`src/rtl/csp_pkg.sv`:
```
// Shared types, codes and register defaults for the color sensor period classifier.
package csp_pkg;

	// Width of the period counters; a count saturates at all ones.
	localparam int COUNT_WIDTH = 16;
	// Width used when a count is compared against a 16-bit threshold.
	localparam int CMP_WIDTH   = (COUNT_WIDTH > 16) ? COUNT_WIDTH : 16;

	typedef logic [COUNT_WIDTH-1:0] count_t;

	// Color codes.
	localparam logic [2:0] COLOR_NONE  = 3'd0;
	localparam logic [2:0] COLOR_RED   = 3'd1;
	localparam logic [2:0] COLOR_BLUE  = 3'd2;
	localparam logic [2:0] COLOR_GREEN = 3'd3;
	localparam logic [2:0] COLOR_CLEAR = 3'd4;
	// Marks that no classification has been seen yet in this identification.
	localparam logic [2:0] COLOR_NO_PREV = 3'd7;

	// Indicator lamp codes.
	localparam logic [1:0] IND_OFF   = 2'd0;
	localparam logic [1:0] IND_RED   = 2'd1;
	localparam logic [1:0] IND_GREEN = 2'd2;

	// Filter select codes.
	localparam logic [1:0] FILTER_RED   = 2'd0;
	localparam logic [1:0] FILTER_CLEAR = 2'd3;

	// Configuration register indexes.
	localparam logic [2:0] REG_RED_MAX     = 3'd0;
	localparam logic [2:0] REG_CLEAR_MIN   = 3'd1;
	localparam logic [2:0] REG_BLUE_MIN    = 3'd2;
	localparam logic [2:0] REG_GREEN_SPLIT = 3'd3;
	localparam logic [2:0] REG_CLEAR_MAX   = 3'd4;
	localparam logic [2:0] REG_REQ_REPEATS = 3'd5;

	// Register reset values.
	localparam logic [15:0] RST_RED_MAX     = 16'd2000;
	localparam logic [15:0] RST_CLEAR_MIN   = 16'd1500;
	localparam logic [15:0] RST_BLUE_MIN    = 16'd900;
	localparam logic [15:0] RST_GREEN_SPLIT = 16'd3000;
	localparam logic [15:0] RST_CLEAR_MAX   = 16'd2000;
	localparam logic [7:0]  RST_REQ_REPEATS = 8'd3;

	// Current configuration as seen by the datapath.
	typedef struct packed {
		logic [15:0] red_max;
		logic [15:0] clear_min;
		logic [15:0] blue_min;
		logic [15:0] green_split;
		logic [15:0] clear_max;
		logic [7:0]  required_repeats;
	} csp_cfg_t;

	// One input sample.
	typedef struct packed {
		logic pin_level;
		logic start_req;
	} csp_in_t;

	// One result item.
	typedef struct packed {
		logic [1:0] filter_select;
		logic       led_on;
		logic       busy_res;
		logic       color_valid;
		logic [2:0] color;
		logic [1:0] indicator;
		logic       tone_on;
	} csp_out_t;

endpackage

```
`src/rtl/csp_cfg_regs.sv`:
```
// Configuration register file for the color sensor period classifier.
module csp_cfg_regs (
	input  logic              clk,
	input  logic              arst_n,
	input  logic              wr_en,
	input  logic [2:0]        wr_index,
	input  logic [15:0]       wr_data,
	output csp_pkg::csp_cfg_t cfg
);

	csp_pkg::csp_cfg_t cfg_q;

	// Write decode; an index beyond the list is dropped.
	always_ff @(posedge clk or negedge arst_n) begin
		if (!arst_n) begin
			cfg_q.red_max          <= csp_pkg::RST_RED_MAX;
			cfg_q.clear_min        <= csp_pkg::RST_CLEAR_MIN;
			cfg_q.blue_min         <= csp_pkg::RST_BLUE_MIN;
			cfg_q.green_split      <= csp_pkg::RST_GREEN_SPLIT;
			cfg_q.clear_max        <= csp_pkg::RST_CLEAR_MAX;
			cfg_q.required_repeats <= csp_pkg::RST_REQ_REPEATS;
		end else if (wr_en) begin
			unique case (wr_index)
				csp_pkg::REG_RED_MAX:     cfg_q.red_max          <= wr_data;
				csp_pkg::REG_CLEAR_MIN:   cfg_q.clear_min        <= wr_data;
				csp_pkg::REG_BLUE_MIN:    cfg_q.blue_min         <= wr_data;
				csp_pkg::REG_GREEN_SPLIT: cfg_q.green_split      <= wr_data;
				csp_pkg::REG_CLEAR_MAX:   cfg_q.clear_max        <= wr_data;
				csp_pkg::REG_REQ_REPEATS: cfg_q.required_repeats <= wr_data[7:0];
				default: ;
			endcase
		end
	end

	assign cfg = cfg_q;

endmodule

```
`src/rtl/csp_classify.sv`:
```
// Ordered threshold classifier over the four filter counts.
module csp_classify (
	input  csp_pkg::csp_cfg_t cfg,
	input  csp_pkg::count_t   red_cnt,
	input  csp_pkg::count_t   blue_cnt,
	input  csp_pkg::count_t   green_cnt,
	input  csp_pkg::count_t   clear_cnt,
	output logic [2:0]        color
);

	logic [csp_pkg::CMP_WIDTH-1:0] r_w, b_w, g_w, c_w;
	logic [csp_pkg::CMP_WIDTH-1:0] red_max_w, clear_min_w, blue_min_w;
	logic [csp_pkg::CMP_WIDTH-1:0] green_split_w, clear_max_w;

	// Bring counts and thresholds to a common compare width.
	assign r_w           = csp_pkg::CMP_WIDTH'(red_cnt);
	assign b_w           = csp_pkg::CMP_WIDTH'(blue_cnt);
	assign g_w           = csp_pkg::CMP_WIDTH'(green_cnt);
	assign c_w           = csp_pkg::CMP_WIDTH'(clear_cnt);
	assign red_max_w     = csp_pkg::CMP_WIDTH'(cfg.red_max);
	assign clear_min_w   = csp_pkg::CMP_WIDTH'(cfg.clear_min);
	assign blue_min_w    = csp_pkg::CMP_WIDTH'(cfg.blue_min);
	assign green_split_w = csp_pkg::CMP_WIDTH'(cfg.green_split);
	assign clear_max_w   = csp_pkg::CMP_WIDTH'(cfg.clear_max);

	// Tests are taken in priority order; nothing matching gives no color.
	always_comb begin
		if (r_w < red_max_w && c_w > clear_min_w) begin
			color = csp_pkg::COLOR_RED;
		end else if (b_w > blue_min_w && g_w > green_split_w) begin
			color = csp_pkg::COLOR_BLUE;
		end else if (g_w < green_split_w && c_w > clear_min_w) begin
			color = csp_pkg::COLOR_GREEN;
		end else if (c_w < clear_max_w) begin
			color = csp_pkg::COLOR_CLEAR;
		end else begin
			color = csp_pkg::COLOR_NONE;
		end
	end

endmodule

```
`src/rtl/color_sensor_period_classifier_core.sv`:
```
// Top level of the color sensor period classifier: sequencer, counters and result register.
//
// Usage: one transfer on the input channel is one timer tick carrying a sample of the
// sensor's frequency pin (pin_level) and a start request (start_req). Every accepted
// sample produces exactly one result transfer on the output channel, showing the filter
// select, LED drive, busy flag, a one-tick color_valid pulse and the last final color
// with its indicator code and tone flag.
// After start, the block steps the filter through red, blue, green and clear, measures
// one pin period per filter (rising edge to second falling edge, saturating count), and
// classifies the four counts. Sweeps repeat until the same color has been seen the
// configured number of further times in a row; then color_valid pulses and busy drops.
// A result is registered in the cycle after its sample is accepted. Throughput:
// one sample per cycle unless the output stalls; the whole update is one pass of logic
// into the result register. Stalls: the result register holds while out_ready is low, and
// in_ready follows out_ready when a result is waiting, so no result is lost or repeated.
// Configuration: the write channel is always ready; write registers only while idle.
// Reset: arst_n clears the sequencer to idle, the final color to none and the
// registers to their defaults; the output channel is empty after reset.
module color_sensor_period_classifier_core (
	input  logic              clk,
	input  logic              arst_n,
	input  logic              in_valid,
	output logic              in_ready,
	input  csp_pkg::csp_in_t  in_data,
	output logic              out_valid,
	input  logic              out_ready,
	output csp_pkg::csp_out_t out_data,
	input  logic              cfg_valid,
	output logic              cfg_ready,
	input  logic [2:0]        cfg_index,
	input  logic [15:0]       cfg_data
);

	typedef enum logic [2:0] {
		PH_WAIT_LOW,
		PH_WAIT_RISE,
		PH_HIGH1,
		PH_LOW1,
		PH_HIGH2
	} phase_t;

	csp_pkg::csp_cfg_t cfg;
	logic              in_fire;

	// Sequencer state.
	phase_t            phase_q, phase_n;
	logic [1:0]        channel_q, channel_n;
	csp_pkg::count_t   tick_q, tick_n, tick_inc;
	csp_pkg::count_t   counts_q [3];
	logic              cnt_wr;
	logic [2:0]        prev_q, prev_n;
	logic [7:0]        rep_q, rep_n;
	logic              active_q, active_n;
	logic [2:0]        final_q, final_n;
	logic              done;
	logic              valid_n;
	logic [2:0]        class_color;

	// Result register.
	logic              out_valid_q;
	csp_pkg::csp_out_t out_q, out_n;

	assign cfg_ready = 1'b1;
	assign in_ready  = !out_valid_q || out_ready;
	assign in_fire   = in_valid && in_ready;

	csp_cfg_regs u_cfg (
		.clk      (clk),
		.arst_n   (arst_n),
		.wr_en    (cfg_valid && cfg_ready),
		.wr_index (cfg_index),
		.wr_data  (cfg_data),
		.cfg      (cfg)
	);

	csp_classify u_classify (
		.cfg       (cfg),
		.red_cnt   (counts_q[0]),
		.blue_cnt  (counts_q[1]),
		.green_cnt (counts_q[2]),
		.clear_cnt (tick_inc),
		.color     (class_color)
	);

	// Saturating tick count while a period is being measured.
	always_comb begin
		tick_inc = tick_q;
		if ((phase_q == PH_HIGH1 || phase_q == PH_LOW1 || phase_q == PH_HIGH2) &&
		    tick_q != {csp_pkg::COUNT_WIDTH{1'b1}}) begin
			tick_inc = tick_q + 1'b1;
		end
	end

	// Next state for one accepted sample.
	always_comb begin
		phase_n   = phase_q;
		channel_n = channel_q;
		tick_n    = tick_q;
		prev_n    = prev_q;
		rep_n     = rep_q;
		active_n  = active_q;
		final_n   = final_q;
		done      = 1'b0;
		valid_n   = 1'b0;
		cnt_wr    = 1'b0;
		if (!active_q) begin
			if (in_data.start_req) begin
				active_n  = 1'b1;
				channel_n = csp_pkg::FILTER_RED;
				phase_n   = PH_WAIT_LOW;
				tick_n    = '0;
				prev_n    = csp_pkg::COLOR_NO_PREV;
				rep_n     = '0;
			end
		end else begin
			tick_n = tick_inc;
			unique case (phase_q)
				PH_WAIT_LOW:  if (!in_data.pin_level) phase_n = PH_WAIT_RISE;
				PH_WAIT_RISE: begin
					if (in_data.pin_level) begin
						phase_n = PH_HIGH1;
						tick_n  = '0;
					end
				end
				PH_HIGH1:     if (!in_data.pin_level) phase_n = PH_LOW1;
				PH_LOW1:      if (in_data.pin_level) phase_n = PH_HIGH2;
				PH_HIGH2:     if (!in_data.pin_level) done = 1'b1;
				default:      phase_n = PH_WAIT_LOW;
			endcase
			if (done) begin
				phase_n = PH_WAIT_LOW;
				tick_n  = '0;
				if (channel_q != csp_pkg::FILTER_CLEAR) begin
					cnt_wr    = 1'b1;
					channel_n = channel_q + 1'b1;
				end else begin
					rep_n  = (class_color == prev_q) ? rep_q + 1'b1 : '0;
					prev_n = class_color;
					if (rep_n == cfg.required_repeats) begin
						final_n  = class_color;
						active_n = 1'b0;
						valid_n  = 1'b1;
					end else begin
						channel_n = csp_pkg::FILTER_RED;
					end
				end
			end
		end
	end

	// Result fields from the updated state.
	always_comb begin
		out_n.filter_select = channel_n;
		out_n.led_on        = active_n;
		out_n.busy_res      = active_n;
		out_n.color_valid   = valid_n;
		out_n.color         = final_n;
		out_n.indicator     = (final_n == csp_pkg::COLOR_RED)   ? csp_pkg::IND_RED   :
		                      (final_n == csp_pkg::COLOR_GREEN) ? csp_pkg::IND_GREEN :
		                                                          csp_pkg::IND_OFF;
		out_n.tone_on       = (final_n == csp_pkg::COLOR_BLUE);
	end

	// Sequencer state and result register.
	always_ff @(posedge clk or negedge arst_n) begin
		if (!arst_n) begin
			phase_q     <= PH_WAIT_LOW;
			channel_q   <= csp_pkg::FILTER_RED;
			tick_q      <= '0;
			prev_q      <= csp_pkg::COLOR_NO_PREV;
			rep_q       <= '0;
			active_q    <= 1'b0;
			final_q     <= csp_pkg::COLOR_NONE;
			out_valid_q <= 1'b0;
		end else begin
			if (in_fire) begin
				phase_q     <= phase_n;
				channel_q   <= channel_n;
				tick_q      <= tick_n;
				prev_q      <= prev_n;
				rep_q       <= rep_n;
				active_q    <= active_n;
				final_q     <= final_n;
				out_valid_q <= 1'b1;
			end else if (out_ready) begin
				out_valid_q <= 1'b0;
			end
		end
	end

	// Per-filter counts and result payload carry no reset.
	always_ff @(posedge clk) begin
		if (in_fire) begin
			out_q <= out_n;
			if (cnt_wr) begin
				counts_q[channel_q] <= tick_inc;
			end
		end
	end

	assign out_valid = out_valid_q;
	assign out_data  = out_q;

endmodule

```
`config.mk`:
```
export PLATFORM = sky130hd
export DESIGN_NAME = color_sensor_period_classifier_core
export DESIGN_NICKNAME = d
export VERILOG_FILES = /design/src/rtl/csp_pkg.sv /design/src/rtl/csp_cfg_regs.sv /design/src/rtl/csp_classify.sv /design/src/rtl/color_sensor_period_classifier_core.sv
export SDC_FILE = /design/constraint.sdc
export NUM_CORES = 1
export LEC_CHECK = 0
export BUFFER_PORTS_ARGS = -buffer_cell sky130_fd_sc_hd__buf_2
export CAP_MARGIN = 20
export CORE_ASPECT_RATIO = 1.25
export CORE_MARGIN = 2
export CORE_UTILIZATION = 50
export CTS_BUF_LIST = sky130_fd_sc_hd__clkbuf_2 sky130_fd_sc_hd__clkbuf_4 sky130_fd_sc_hd__clkbuf_8
export DETAILED_ROUTE_END_ITERATION = 10
export MAX_ROUTING_LAYER = met4
export PLACE_DENSITY = 0.69
export SLEW_MARGIN = 20
export SYNTH_ARGS = -nofsm -noshare
export SYNTH_HDL_FRONTEND = slang
export SYNTH_SLANG_ARGS = --single-unit
export TNS_END_PERCENT = 30
```
`constraint.sdc`:
```
create_clock -name clk -period 7.51 [get_ports clk]
set_input_delay 0.751 -clock clk [delete_from_list [all_inputs] [get_ports clk]]
set_output_delay 0.751 -clock clk [all_outputs]
set_load 0.02 [all_outputs]
```
==> metrics.md, run 1 <==
| Metric | Value |
|---|---|
| DRC | `0` |
| Via count | `6641` |
| Layout net count | `1061` |
| Grt ovf | `0` |
| Final Skew | `~0.015 ns` |
| Max H-tree Level | `4` |
| Via density per instance | `about 5.6` |
| Vias in the first global route | `6655` |
| Synth Area in Adders | `a little over a tenth` |
| Syn Std Cell Area | `~9600 µm²` |
| Yosys warning total | `0` |
| Initial Utilization | `51.2%` |
| Antenna viol nets, final | `0` |
| Synth async-reset ratio | `68.3%` |
| Diode count | `0` |
| Resized Gates After CTS | `0` |
| Final period utilization | `80.6%` |
| Setup tns final | `0 ns` |
| TritonCTS buffer count | `17` |
| Drt first-iter violations | `around 410` |
| HP Class | `in -> async` |
| Cell row count | `56` |
| TritonCTS clock tree | `built` |
| Final number of setup-violating endpoints | `0` |
| Hold WS | `between 0.3 and 0.4 ns` |
| Die width | `128 µm` |
| Placed Cells | `approximately 1200` |
| Final HPWL DP | `15.3 mm` |
| Pwr dens | `roughly 240 nW/µm²` |
| Synth Area in XOR/XNOR | `2.36%` |
| Synth Flop Type | `dfrtp_1` |
| Die height | `159 µm` |
| Critical path endpoint category | `flop` |
| CTS Root Cell | `clkbuf_8` |
| Die area | `20400 µm²` |
| Simple-gate share of the synthesized area | `between 10% and 20%` |
| Total Power | `2.56 mW` |
| CP Class | `reg -> reg` |
| Syn nets | `1020` |
| Initial antenna violation count | `0` |
| Clock sink total | `183` |
| Slew HR | `35.2%` |
| Layout Utilization | `55.8%` |
| Syn Inst Count | `910` |
| Core area | `18800 µm²` |
| First-pass GRT wire length | `34.2 mm` |
| Achievable Freq | `0.165 GHz` |
| Status | `complete, no violations` |
| Worst-Margin Slew | `between 0.9 and 1 ns` |
| Worst path required time | `7.74 ns` |
| Commonest non-fill, non-tap cell in the layout | `nand2_1` |
| Routed wire length | `around 21 mm` |
| IO Pins | `40` |
| I/O Buffers | `38` |
| Dominant cell type by area after synthesis | `dfrtp_1` |
| Compound-Gate Fraction of Synth Area | `12.2%` |
| Leak pwr | `4.75 nW` |
| Drt wl/cell | `between 15 and 20 µm` |
| EDFF count, synth | `58` |
| Mux cell area share after synthesis | `4.75%` |
| Fin crit period | `slightly above 6 ns` |
| Clk_lat worst skew | `0.47 ns` |
| Area Overhead vs Synth | `9.09%` |
| 1st-pass router iterations | `7` |
| Final Hold Vio Count | `0` |
| Yosys top cell area share | `23.3%` |
| Worst Path Arrival | `roughly 6.3 ns` |
| Max clock buf depth | `2` |
| Largest net degree at the start of global routing | `77` |
| Hold buffers post-CTS | `0` |
| Most frequent cells in the layout | `nand2_1 (124), inv_1 (92), dfrtp_1 (90), o21ai_0 (86), ha_1 (84)` |
| Flop2flop setup slack | `roughly 1.5 ns` |
| CP Launch Type | `flop` |
| Clock slew at reported path FFs | `0.10 ns` |
| Max VDD drop | `127 µV` |
| Layout Cells excl Fill | `approximately 1200` |
| Layout cells sized above 1 | `18.8%` |
| Final GP Congestion | `0.866` |
| Synth Register Bits | `183` |
| Distinct cell type count after synthesis | `83` |
| Gr usage total | `between 20% and 30%` |
| Area contributors post-synth | `dfrtp_1 (23%), edfxtp_1 (18%), ha_1 (11%)` |
| Postcts setup bufs | `0` |
| Post-Synthesis Mean Instance Area | `10.6 µm²` |
| Max FO, Critical Path | `7` |
| Fin. max-slew vios | `0` |
| Unrepaired setup endpoints after global routing | `no` |
| Sequential area share after synthesis | `50.9%` |
| Max-cap violation count | `0` |
| Largest family of logic cells by synthesized area | `simple AND/OR/NAND/NOR gates` |
==> kinds of logic (layout without fill, tap and decap cells) <==
kind of cell,Yosys count,in the layout
simple gates,271,271
compound gates,184,184
flops,183,183
buf+inv,120,174
fa+ha+maj,84,84
mux,41,41
xor+xnor,26,26
other cells,1,1
==> synthesized netlist by cell type (6+ instances only) <==
cell type	n
mux2_2	29
nor3_1	10
dfrtp_1	90
mux2i_1	6
xor2_1	14
nand2_1	124
dfstp_2	35
nand3_1	18
o31ai_1	6
ha_1	84
clkbuf_1	25
nor2_1	28
a21o_1	9
inv_1	92
edfxtp_1	58
and3_1	7
a21oi_1	31
and2_1	7
nand4_1	15
o21ai_0	87
nand2b_1	21
xnor2_1	12
nor2b_1	6
==> routing by layer <==
metal  up-vias  GRT usage (%)  share of wire (%)
li1       3267              -                  -
met1      3227           27.4                 44
met2       116           37.2                 51
met3        31           4.17                3.8
met4         0           6.64                1.8
met5         -              -                  0
==> worst max-delay path, cell delays in order, from the launching register on <==
cell and delay (ns):
dfrtp_1 0.42, or3b_1 0.51, a21oi_1 0.52, nand4_1 0.31, or2_2 0.42, nor3_1 0.19
xor2_1 0.42, ha_1 0.36, a21oi_2 0.15, nand2_1 0.07, a221o_1 0.35, o31a_4 0.31
o21a_4 0.15, or4_4 0.49, o211ai_2 0.13, nor4b_1 0.10, o32a_4 0.44, nand2_4 0.13
mux2_1 0.34
==> state kept, by name, indices dropped and copies added, names as in the netlist <==
| signal | flops |
|---|---|
| u_cfg.cfg | 88 |
| counts_q | 48 |
| tick_q | 16 |
| out_data | 10 |
| rep_q | 8 |
| final_q | 3 |
| phase_q | 3 |
| prev_q | 3 |
| channel_q | 2 |
| active_q | 1 |
| out_valid | 1 |
==> layout make-up <==
type | count | area [µm²]
inverters | 92 | 345
repair buffers | 50 | 287
clock buffers | 17 | 234
multi-input cells | 607 | 4300
well taps | 232 | 290
fillers | 1636 | 8320
clock inverters | 15 | 160
flip-flops and latches | 183 | 4910
==> final timing paths <==
path / cells past startpoint / start / endpoint
max in group asynchronous: 2 / arst_n / u_cfg.cfg[11]
worst max-delay path: 18 / phase_q[1] / out_data[4]
worst min-delay path: 1 / arst_n / u_cfg.cfg[20]
worst max register to register: 18 / phase_q[1] / out_data[4]
worst min register to register: 2 / u_cfg.cfg[80] / u_cfg.cfg[80]
min in group clk: 2 / in_valid / out_valid
==> stage by stage <==
step / area [µm²] / worst slack (ns)
4_1_cts: 10500 / 1.55
5_1_grt: 10500 / 0.978
3_3_place_gp: 10100 / 1.69
3_5_place_dp: 10100 / 1.55
2_1_floorplan: 9650 / 2.00
6_report: 10500 / 1.46
==> power by group <==
part	internal [mW]	total, mW	leakage [nW]	switching, mW
registers	1.20	1.28	2.06	0.0768
clock network	0.276	0.665	0.193	0.388
logic	0.249	0.617	2.51	0.368
No activity file was read; power rests on OpenSTA's default activity.
==> run 2: changes to the inputs <==
- PLACE_DENSITY: 0.69 -> 0.71
- clock period: 7.51 -> 5.4 ns (I/O delays scaled with it)
==> metrics.md, run 2 (same netlist as run 1, synthesis figures left out) <==
| Metric | Value |
|---|---|
| Max H-tree Level | `4` |
| Area Overhead vs Synth | `11.4%` |
| Core area | `around 19000 µm²` |
| Via count | `6652` |
| Clock slew at reported path FFs | `~0.10 ns` |
| Achievable Freq | `around 0.19 GHz` |
| TritonCTS buffer count | `17` |
| 1st-pass router iterations | `4` |
| Setup slack after placement | `0.103 ns` |
| Drt first-iter violations | `492` |
| DRC | `0` |
| Max clock buf depth | `2` |
| Pwr dens | `336 nW/µm²` |
| Hold buffers post-CTS | `0` |
| Status | `complete, no violations` |
| Max VDD drop | `between 150 and 200 µV` |
| Largest register FFs | `88` |
| Layout net count | `1082` |
| Worst Path Arrival | `5.45 ns` |
| Final HPWL DP | `15.5 mm` |
| FF-to-FF path depth | `21` |
| Final setup margin | `0.180 ns` |
| Routed wire length | `20.8 mm` |
| CP Class | `reg -> reg` |
| CTS Root Cell | `clkbuf_8` |
| Final Skew | `0.0180 ns` |
| Max FO, Critical Path | `7` |
| Drt wl/cell | `17.1 µm` |
| Antenna viol nets, final | `0` |
| Final period utilization | `96.7%` |
| Vias in the first global route | `6641` |
| Largest net degree at the start of global routing | `between 50 and 60` |
| Flop2flop setup slack | `0.18 ns` |
| Total Power | `3.61 mW` |
| Cell row count | `56` |
| Worst path required time | `5.63 ns` |
| Critical path endpoint category | `flop` |
| Fin crit period | `around 5.2 ns` |
| Die width | `128 µm` |
| Fin. max-slew vios | `0` |
| Via density per instance | `5.47` |
| Initial Utilization | `51.2%` |
| Worst-Margin Slew | `1.04 ns` |
| IO Pins | `40` |
| I/O Buffers | `38` |
| Die height | `159 µm` |
| First-pass GRT wire length | `33.4 mm` |
| Clk_lat worst skew | `0.47 ns` |
| Layout Cells excl Fill | `1217` |
| Layout cells sized above 1 | `21.3%` |
| Placed Cells | `1181` |
| Leak pwr | `4.88 nW` |
| R2r endpoint | `out_data[5]` |
| Grt ovf | `0` |
| Final Hold Vio Count | `0` |
| Commonest non-fill, non-tap cell in the layout | `nand2_1` |
| Most frequent cells in the layout | `nand2_1 (124), inv_1 (92), dfrtp_1 (89), o21ai_0 (86), ha_1 (84)` |
| CP Launch Type | `flop` |
| Diode count | `0` |
| Die area | `between 20000 and 25000 µm²` |
| Final number of setup-violating endpoints | `0` |
| TritonCTS clock tree | `built` |
| Gr usage total | `21.7%` |
| FF-to-FF Start | `tick_q[9]` |
| Final GP Congestion | `0.878` |
| Slew HR | `30.6%` |
| Initial antenna violation count | `0` |
| Clock sink total | `183` |
| Max-cap violation count | `0` |
| HP Class | `in -> async` |
## run 2: cell count changes in the layout (fill, tap and decap cells not counted), sizes merged
cell and change:
clkinv +2, clkinvlp -1, clkbuf +4, bufinv +1, buf +21, inv -6
## run 2: how the worst max path moves through the flow
| stage | start | endpoint | slack, ns | depth (start not counted) |
|---|---|---|---|---|
| 6_report | tick_q[9] | out_data[5] | 0.18 | 21 |
| 5_1_grt | tick_q[9] | out_data[4] | -0.07 | 21 |
| 4_1_cts | tick_q[9] | out_data[5] | 0.11 | 21 |
| 3_5_place_dp | tick_q[9] | out_data[5] | 0.10 | 21 |
| 3_3_place_gp | tick_q[9] | out_data[5] | 0.21 | 21 |
| 2_1_floorplan | phase_q[1] | out_data[4] | 0.02 | 20 |
## run 2: what timing repair did
action                                  4_1_cts  5_1_grt
endpoints found under the setup margin        0        7
buffers inserted                              0        4
resized for setup                             0        9
## run 2: area by class of cell
cell class,instances,area [µm²]
well taps,232,290
clock inverters,11,125
multi-input cells,607,4350
inverters,92,345
fillers,1575,8100
flip-flops and latches,183,4910
clock buffers,21,277
repair buffers,71,440
## run 2: through the flow
step	setup TNS, ns	cell area (µm²)	hold WS [ns]	util [%]
2_1_floorplan	0	9650	0.244	-
3_5_place_dp	0	10300	0.494	54.4
3_3_place_gp	0	10300	0.490	54.4
6_report	0	10700	0.104	57.0
4_1_cts	0	10700	0.125	56.6
5_1_grt	-0.196	10700	0.150	57.0
## run 2: metal layers
layer	global-route usage, %	routed length [µm]
met2	35.5	10400
met5	-	0
met4	6.19	323
met1	28.1	9480
met3	3.43	528
## run 2: power breakdown
| part | internal (mW) | switching (mW) |
|---|---|---|
| Sequential | 1.67 | 0.104 |
| Clock | 0.448 | 0.488 |
| Combinational | 0.372 | 0.527 |
| Total | 2.49 | 1.12 |
## run 2: critical path: stages, from the launching register on
cell and delay, ns:
dfrtp_2 0.46, and3_1 0.23, nand3_1 0.16, nor3_2 0.08, a21oi_2 0.12, buf_4 0.16, nand4_1 0.12, or2_4 0.29
nor2_1 0.18, xor2_2 0.25, ha_1 0.29, nand4_1 0.15, nor2_1 0.06, a221o_1 0.33, o31a_4 0.32, o21a_4 0.15
or4_4 0.49, o211ai_2 0.14, nor4b_1 0.10, o32a_4 0.44, nand2_4 0.13, mux2_1 0.33
==> run 3: changes to the inputs <==
- ABC_AREA: default -> 1
- BUFFER_PORTS_ARGS: -buffer_cell sky130_fd_sc_hd__buf_2 -> default
- DONT_BUFFER_PORTS: default -> 1
- PLACE_DENSITY: 0.71 -> 0.7
==> metrics.md, run 3 <==
| Metric | Value |
|---|---|
| Post-Synthesis Mean Instance Area | `just under 9 µm²` |
| CP Class | `reg -> reg` |
| Sequential area share after synthesis | `between 50 and 60%` |
| Most frequent cells in the layout | `nand2_1 (227), inv_1 (191), o21ai_0 (106), dfrtp_1 (88), ha_1 (82)` |
| Gr usage total | `22.3%` |
| Failing checks | `hold timing` |
| Syn nets | `1188` |
| Top post-synthesis cells by count | `nand2_1 (238), inv_1 (191), o21ai_0 (106)` |
| Drt wl/cell | `15.8 µm` |
| Drt first-iter violations | `458` |
| Fin. max-slew vios | `0` |
| Max VDD drop | `about 180 µV` |
| Final period utilization | `93.5%` |
| Core area | `18800 µm²` |
| Layout Utilization | `56.6%` |
| I/O Buffers | `0` |
| Leak pwr | `5.11 nW` |
| FF-to-FF path depth | `35` |
| Via density per instance | `between 5 and 6` |
| Placed Cells | `1297` |
| Layout Cells excl Fill | `between 1000 and 1500` |
| CP Launch Type | `flop` |
| Area contributors post-synth | `dfrtp_1 (23%), edfxtp_1 (18%), ha_1 (11%)` |
| Final HPWL DP | `15.0 mm` |
| Die area | `20400 µm²` |
| Final Skew | `0.0159 ns` |
| Die width | `128 µm` |
| Worst path required time | `5.63 ns` |
| Layout cells sized above 1 | `14.0%` |
| Largest net degree at the start of global routing | `126` |
| Synth async-reset ratio | `between 60% and 70%` |
| Synth Register Bits | `between 150 and 200` |
| Hold WS | `-0.0295 ns` |
| Pwr dens | `353 nW/µm²` |
| Setup tns final | `0 ns` |
| Dominant cell type by area after synthesis | `dfrtp_1` |
| First-pass GRT wire length | `34.3 mm` |
| Final setup margin | `0.354 ns` |
| Yosys warning total | `0` |
| Area Overhead vs Synth | `10.6%` |
| Die height | `around 160 µm` |
| Largest register FFs | `88` |
| FF-to-FF Start | `tick_q[0]` |
| Max FO, Critical Path | `7` |
| Fin crit period | `5.05 ns` |
| TritonCTS clock tree | `built` |
| Top-count cell post-synth | `nand2_1` |
| CTS Root Cell | `clkbuf_8` |
| Slowest CP cell | `dfrtp_1` |
| Diode count | `0` |
| CP most frequent cell | `nand2_1` |
| Final Hold Vio Count | `17` |
| Layout net count | `1206` |
| TritonCTS buffer count | `17` |
| Distinct cell type count after synthesis | `48` |
| Max incr delay on CP | `a little over 0.4 ns` |
| Antenna viol nets, final | `0` |
| Grt ovf | `0` |
| Max H-tree Level | `4` |
| Vias in the first global route | `6921` |
| Cell row count | `56` |
| Worst-Margin Slew | `roughly 1.0 ns` |
| R2r endpoint | `out_data[10]` |
| Initial Utilization | `51.1%` |
| Yosys top cell area share | `23.4%` |
| Initial antenna violation count | `0` |
| Worst Path Arrival | `between 5 and 6 ns` |
| Final number of setup-violating endpoints | `0` |
| EDFF count, synth | `slightly below 60` |
| Clock slew at reported path FFs | `0.10 ns` |
| IO Pins | `40` |
| Unrepaired setup endpoints after global routing | `no` |
| Critical path endpoint category | `flop` |
| Max clock buf depth | `2` |
| DRC | `0` |
| Commonest non-fill, non-tap cell in the layout | `nand2_1` |
| Syn Inst Count | `about 1100` |
| Flop2flop setup slack | `0.35 ns` |
| Synth Flop Type | `dfrtp_1` |
| Max-cap violation count | `0` |
| Achievable Freq | `between 0.15 and 0.2 GHz` |
| Final GP Congestion | `approximately 0.87` |
| Clk_lat worst skew | `0.47 ns` |
| Slew HR | `32.0%` |
| Status | `finished, violations left` |
| Setup slack after placement | `0.0444 ns` |
| HP Class | `in -> async` |
| Clock sink total | `183` |
| Syn Std Cell Area | `9640 µm²` |
| 1st-pass router iterations | `4` |
| Via count | `7050` |
| Routed wire length | `21.2 mm` |
[run 3: changes by cell type after synthesis, moves of 10 or more]
| cell | previous run | this run |
|---|---|---|
| nand3_1 | 18 | 32 |
| nor2_1 | 28 | 62 |
| a21oi_1 | 31 | 41 |
| inv_1 | 92 | 191 |
| o22ai_1 | 3 | 15 |
| xnor2_1 | 12 | 1 |
| o21ai_0 | 87 | 106 |
| nand2_1 | 124 | 238 |
| mux2_2 | 29 | 0 |
| nand2b_1 | 21 | 0 |
[run 3: how the worst max path moves through the flow]
stage                     from            to  slack, ns  cells after the start
floorplan            tick_q[0]   out_data[1]       0.64                     37
global placement    phase_q[1]   out_data[0]       0.26                     35
detailed placement  phase_q[1]   out_data[1]       0.04                     35
CTS                 phase_q[1]   out_data[0]       0.01                     35
global route        phase_q[0]   out_data[1]       0.01                     36
finish               tick_q[0]  out_data[10]       0.35                     35
[run 3: power breakdown]
part	total (mW)	leakage (nW)	switching (mW)	internal [mW]
registers	1.79	2.08	0.137	1.65
clock network	1.07	0.238	0.505	0.564
logic	0.910	2.79	0.572	0.339
total	3.77	5.11	1.21	2.56
[run 3: kinds of logic (layout without fill, tap and decap cells)]
kind of cell | count (synthesis) | count (layout) | share of synthesized area [%]
compound gates | 185 | 185 | 10.4
flops | 183 | 183 | 51.0
fa+ha+maj | 84 | 84 | 10.9
xor+xnor | 18 | 18 | 1.64
other cells | 1 | 1 | 0.0389
buf+inv | 222 | 253 | 8.80
simple gates | 385 | 385 | 17.3
[run 3: worst max-delay path, delay by kind of cell, from the launching register on]
kind,cells,cell delay (ns)
buf+inv,3,0.36
compound gates,2,0.15
fa+ha+maj,2,0.47
simple gates,27,3.22
xor+xnor,1,0.19
flops,1,0.41
[run 3: layout make-up]
| cell class | instances | area [µm²] |
|---|---|---|
| inverter | 200 | 756 |
| clock inverter | 10 | 165 |
| sequential | 183 | 4920 |
| timing repair buffer | 21 | 178 |
| tap | 232 | 290 |
| clock buffer | 22 | 297 |
| multi-input combinational | 673 | 4060 |
| fill | 1647 | 8180 |
[run 3: what timing repair did]
item                       CTS  global route
hold endpoints to repair   125             0
setup endpoints to repair    0            16
hold buffers                 1             0
resized for setup            0            39
buffers inserted             0            11
[run 3: metrics by stage]
| step | cell area, µm² | power, mW |
|---|---|---|
| 5_1_grt | 10700 | 4.00 |
| 3_3_place_gp | 9910 | 2.61 |
| 6_report | 10700 | 3.77 |
| 2_1_floorplan | 9640 | 2.39 |
| 4_1_cts | 10400 | 3.71 |
| 3_5_place_dp | 9910 | 2.63 |
[run 3: per-layer routing]
| layer | global-route usage [%] | up-vias | wire [µm] |
|---|---|---|---|
| met2 | 36.6 | 132 | 10800 |
| met5 | - | - | 0 |
| met3 | 4.07 | 22 | 835 |
| met1 | 28.0 | 3380 | 9200 |
| li1 | - | 3516 | - |
| met4 | 7.44 | 0 | 342 |
